File: src/rtl/bfdh_mul.sv
// Shared 64x64 multiplier, low 64 bits of the product, built from one
// 32x32 multiplier. Standalone, no package use.
`timescale 1ns / 1ps

module bfdh_mul (
	input  logic        clk,
	input  logic        arst_n,
	input  logic        start,
	input  logic [63:0] a,
	input  logic [63:0] b,
	output logic        busy,
	output logic        done,
	output logic [63:0] prod
);

	logic [63:0] a_q, b_q, pp_q, acc_q;
	logic [1:0]  ph_q;
	logic        busy_q;
	logic [31:0] op_x, op_y;

	// phase 0: lo*lo, 1: lo*hi, 2: hi*lo; each product is registered in pp_q
	always_comb begin
		case (ph_q)
			2'd0: begin
				op_x = a_q[31:0];
				op_y = b_q[31:0];
			end
			2'd1: begin
				op_x = a_q[31:0];
				op_y = b_q[63:32];
			end
			default: begin
				op_x = a_q[63:32];
				op_y = b_q[31:0];
			end
		endcase
	end

	always_ff @(posedge clk or negedge arst_n) begin
		if (!arst_n) begin
			busy_q <= 1'b0;
			ph_q   <= 2'd0;
		end else if (start) begin
			busy_q <= 1'b1;
			ph_q   <= 2'd0;
		end else if (busy_q) begin
			ph_q <= ph_q + 2'd1;
			if (ph_q == 2'd3) begin
				busy_q <= 1'b0;
			end
		end
	end

	always_ff @(posedge clk) begin
		if (start) begin
			a_q <= a;
			b_q <= b;
		end
		pp_q <= op_x * op_y;
		if (ph_q == 2'd1) begin
			acc_q <= pp_q;
		end else if (ph_q == 2'd2) begin
			acc_q <= acc_q + {pp_q[31:0], 32'd0};
		end
	end

	assign busy = busy_q;
	assign done = busy_q && (ph_q == 2'd3);
	assign prod = acc_q + {pp_q[31:0], 32'd0};

endmodule

File: config.mk
export PLATFORM = sky130hd
export DESIGN_NAME = bfdh_mul
export DESIGN_NICKNAME = d
export VERILOG_FILES = /design/src/rtl/bfdh_mul.sv
export SDC_FILE = /design/constraint.sdc
export NUM_CORES = 2
export LEC_CHECK = 0
export ABC_CLOCK_PERIOD_IN_PS = 11500
export BUFFER_PORTS_ARGS = -buffer_cell sky130_fd_sc_hd__buf_2
export CAP_MARGIN = 40
export CORE_AREA = 3 3 228 454
export CTS_BUF_LIST = sky130_fd_sc_hd__clkbuf_16
export DETAILED_ROUTE_END_ITERATION = 10
export DIE_AREA = 0 0 231 457
export MAX_ROUTING_LAYER = met4
export PLACE_DENSITY = 0.7
export REMOVE_ABC_BUFFERS = 1
export SLEW_MARGIN = 5
export SYNTH_ARGS = -nofsm -noshare
export SYNTH_HDL_FRONTEND = slang
export SYNTH_SLANG_ARGS = --single-unit
File: constraint.sdc
create_clock -name clk -period 11.5 [get_ports clk]
set_input_delay 2.3 -clock clk [delete_from_list [all_inputs] [get_ports clk]]
set_output_delay 2.3 -clock clk [all_outputs]
set_load 0.005 [all_outputs]
==> results.json <==
{
  "hold_path_class": "reg -> reg",
  "via_per_inst": 5.67,
  "grt_antenna_before_repair": 6,
  "min_path_cells": 2,
  "clock_sinks": 259,
  "r2r-end": "pp_q[59]",
  "drt_wl_total_mm": 163,
  "crit_top_cell": "fa_1",
  "layout_common_cells": "inv_1 (900), fa_1 (897), nor2_1 (632)",
  "portBuffers": 196,
  "drc_errors": 4,
  "globalRouteOverflowTotal": 0,
  "fillers": 9655,
  "multi_input_comb_area_um2": 31900,
  "regArea_um2": 7120,
  "syn_area_um2": 43100,
  "setup.worst_path.start_class": "flip-flop",
  "synth.distinct_cells": 81,
  "io_pins": 197,
  "grtUsageTotal": 0.320,
  "reg2regPathDepth": 28,
  "holdWs_ns": 0.520,
  "synth_ff_type": "edfxtp_1",
  "hp-start": "pp_q[34]",
  "drt-initial-drc-count": 2764,
  "cap_viol_max_count": 0,
  "die_area_um2": 106000,
  "crit_type": "reg -> reg",
  "hold_viol": 0,
  "rows": 164,
  "clock_latency_ns": 0.64,
  "crit_path_top_delay_cell": "mux2i_2",
  "htreeDepth": 1,
  "ys.warnings.count": 0,
  "cts_root_buf": "clkbuf_16",
  "place_ws_ns": 1.69,
  "first_pass_iters": 9,
  "ctsResizeCount": 0,
  "layout_commonest_cell": "inv_1",
  "critPathCaptureType": "flip-flop",
  "drive_gt1_frac": 0.106,
  "critPathArrivalTime_ns": 10.48,
  "rrSetupSlack_ns": 1.51,
  "maxSlewHeadroom": 0.397,
  "ctsHoldBuffers": 0,
  "period_minus_slack_ns": 9.99,
  "clk_pin_slew_ns": 0.08,
  "postCtsSetupBuffers": 0,
  "synth_edf_count": 192,
  "hold_path_end": "acc_q[34]",
  "fin_ws_ns": 1.51,
  "cp_slowest_stage_delay_ns": 0.64,
  "syn_area_per_cell_um2": 9.65,
  "ys_async_sr_fraction": 0.0116,
  "worst_slew_pin_slew_ns": 0.888,
  "place_congestion": 1.06,
  "grt_pass1_wl_mm": 234,
  "max_freq_mhz": 100,
  "outcome": "complete, but fails checks",
  "dp_cells": 5868,
  "antenna_left": 0,
  "grt_max_degree": 81,
  "nNetsFinal": 5893,
  "finalCritPeriodShare": 0.868,
  "cts_made_buffers": 25,
  "seq_area_frac_synth": 0.165,
  "path_max_fanout": 22,
  "syn_inst": 4470,
  "initial_core_util": 0.431,
  "clk_path_buf_depth": 3,
  "setup_violations": 0,
  "grt_pass1_vias": 36700,
  "rr_startpoint": "ph_q[0]",
  "violations": "DRC",
  "slew_violations": 0,
  "synth_seq_cells": 259,
  "rsz0062_at_grt": "no",
  "hpwlAfterDp_mm": 128,
  "required_ns": 11.99,
  "routedWlPerCell_um": 27.5,
  "tritoncts": "built",
  "vias": 33600,
  "die_height_um": 457,
  "fp.coreArea_um2": 100000,
  "final_cells": 5922,
  "skew_ns": 0.0290,
  "die_x_um": 231,
  "syn_to_final_growth_pct": 8.32
}
routing by layer:
| metal | part of all wire | vias to the layer above | track usage |
|---|---|---|---|
| met3 | 0.079 | 894 | 0.0627 |
| met1 | 0.30 | 16900 | 0.304 |
| li1 | - | 13800 | - |
| met5 | 0 | - | - |
| met4 | 0.12 | 0 | 0.283 |
| met2 | 0.50 | 2020 | 0.545 |
cell usage after synthesis, types with 4 or more instances:
cell       instances  area share
fa_1             897        0.42
inv_1            897       0.078
nor2_1           633       0.055
nand2_1          553       0.048
ha_1             297       0.086
edfxtp_1         192        0.13
clkbuf_1         151       0.013
a21oi_1           84      0.0097
mux2_2            78       0.020
mux2i_1           65       0.015
dfxtp_1           64       0.030
a21o_1            62       0.011
xnor2_1           54       0.011
o21ai_0           44      0.0051
and2_1            42      0.0061
buf_4             32      0.0056
buf_2             28      0.0032
xor2_1            28      0.0057
nand3_1           19      0.0022
nand4_1           16      0.0023
nor3_1            16      0.0019
o21bai_1          16      0.0028
a31oi_1           15      0.0022
and3_1            12      0.0017
o21a_1            12      0.0021
o31ai_1           12      0.0021
a211oi_1          11      0.0019
o21ai_1           10      0.0012
and4_1             9      0.0018
o211ai_1           9      0.0016
a2111oi_0          7      0.0014
buf_1              6     0.00052
nor2b_1            6     0.00087
or2_2              6     0.00087
a21boi_0           5     0.00087
a41oi_1            5      0.0010
nand2b_1           5     0.00073
a221oi_1           4     0.00081
a311oi_1           4     0.00081
critical path, delay by kind of cell (launching register included):
kind | cells | cell delay, ns
multiplexers | 1 | 0.64
adder cells (fa/ha/maj) | 10 | 4.55
AND/OR/NAND/NOR | 4 | 1.00
flip-flops | 1 | 0.47
AO/OA/AOI/OAI | 6 | 1.78
buffers and inverters | 7 | 1.36
sequential cells by signal (all words and copies together), names as in the netlist:
name and cells:
a_q 64, ph_q 2, acc_q 64, pp_q 64, b_q 64, busy 1
per-stage QoR:
| stage | cell area, um^2 | utilization | TNS [ns] |
|---|---|---|---|
| final | 46700 | 0.466 | 0 |
| after global routing | 46700 | 0.466 | 0 |
| after CTS | 46700 | 0.466 | 0 |
| after detailed placement | 45800 | 0.458 | 0 |
| after global placement | 45700 | 0.456 | 0 |
| after floorplan | 42100 | - | -194.56 |
cell families after synthesis:
family,share of synthesized area
AOI/OAI and AO/OA,0.0531
xor gates and xnor gates,0.0167
adders and majority gates,0.503
buffers and inverters,0.101
DFF,0.165
muxes,0.0357
and+or+nand+nor,0.125
cell type report:
| cell class | count | share of cell area |
|---|---|---|
| multi-input cells | 3093 | 0.683 |
| flip-flops and latches | 259 | 0.152 |
| inverters | 898 | 0.0722 |
| repair buffers | 291 | 0.0389 |
| well taps | 1328 | 0.0356 |
| clock buffers | 26 | 0.0139 |
| clock inverters | 20 | 0.00367 |
| diodes | 7 | 0.000375 |
how the worst max path moves through the flow:
| stage | start | end | slack (ns) | cells after the start |
|---|---|---|---|---|
| 6_report | ph_q[0] | pp_q[59] | 1.51 | 28 |
| 5_1_grt | ph_q[0] | pp_q[59] | 1.17 | 28 |
| 4_1_cts | ph_q[0] | pp_q[61] | 1.67 | 26 |
| 3_5_place_dp | ph_q[0] | pp_q[61] | 1.69 | 26 |
| 3_3_place_gp | ph_q[0] | pp_q[61] | 1.83 | 26 |
| 2_1_floorplan | ph_q[1] | pp_q[53] | -4.04 | 26 |
Power is not shown: default switching activity piles up to over one toggle a cycle in this logic, so the estimate is an artifact.
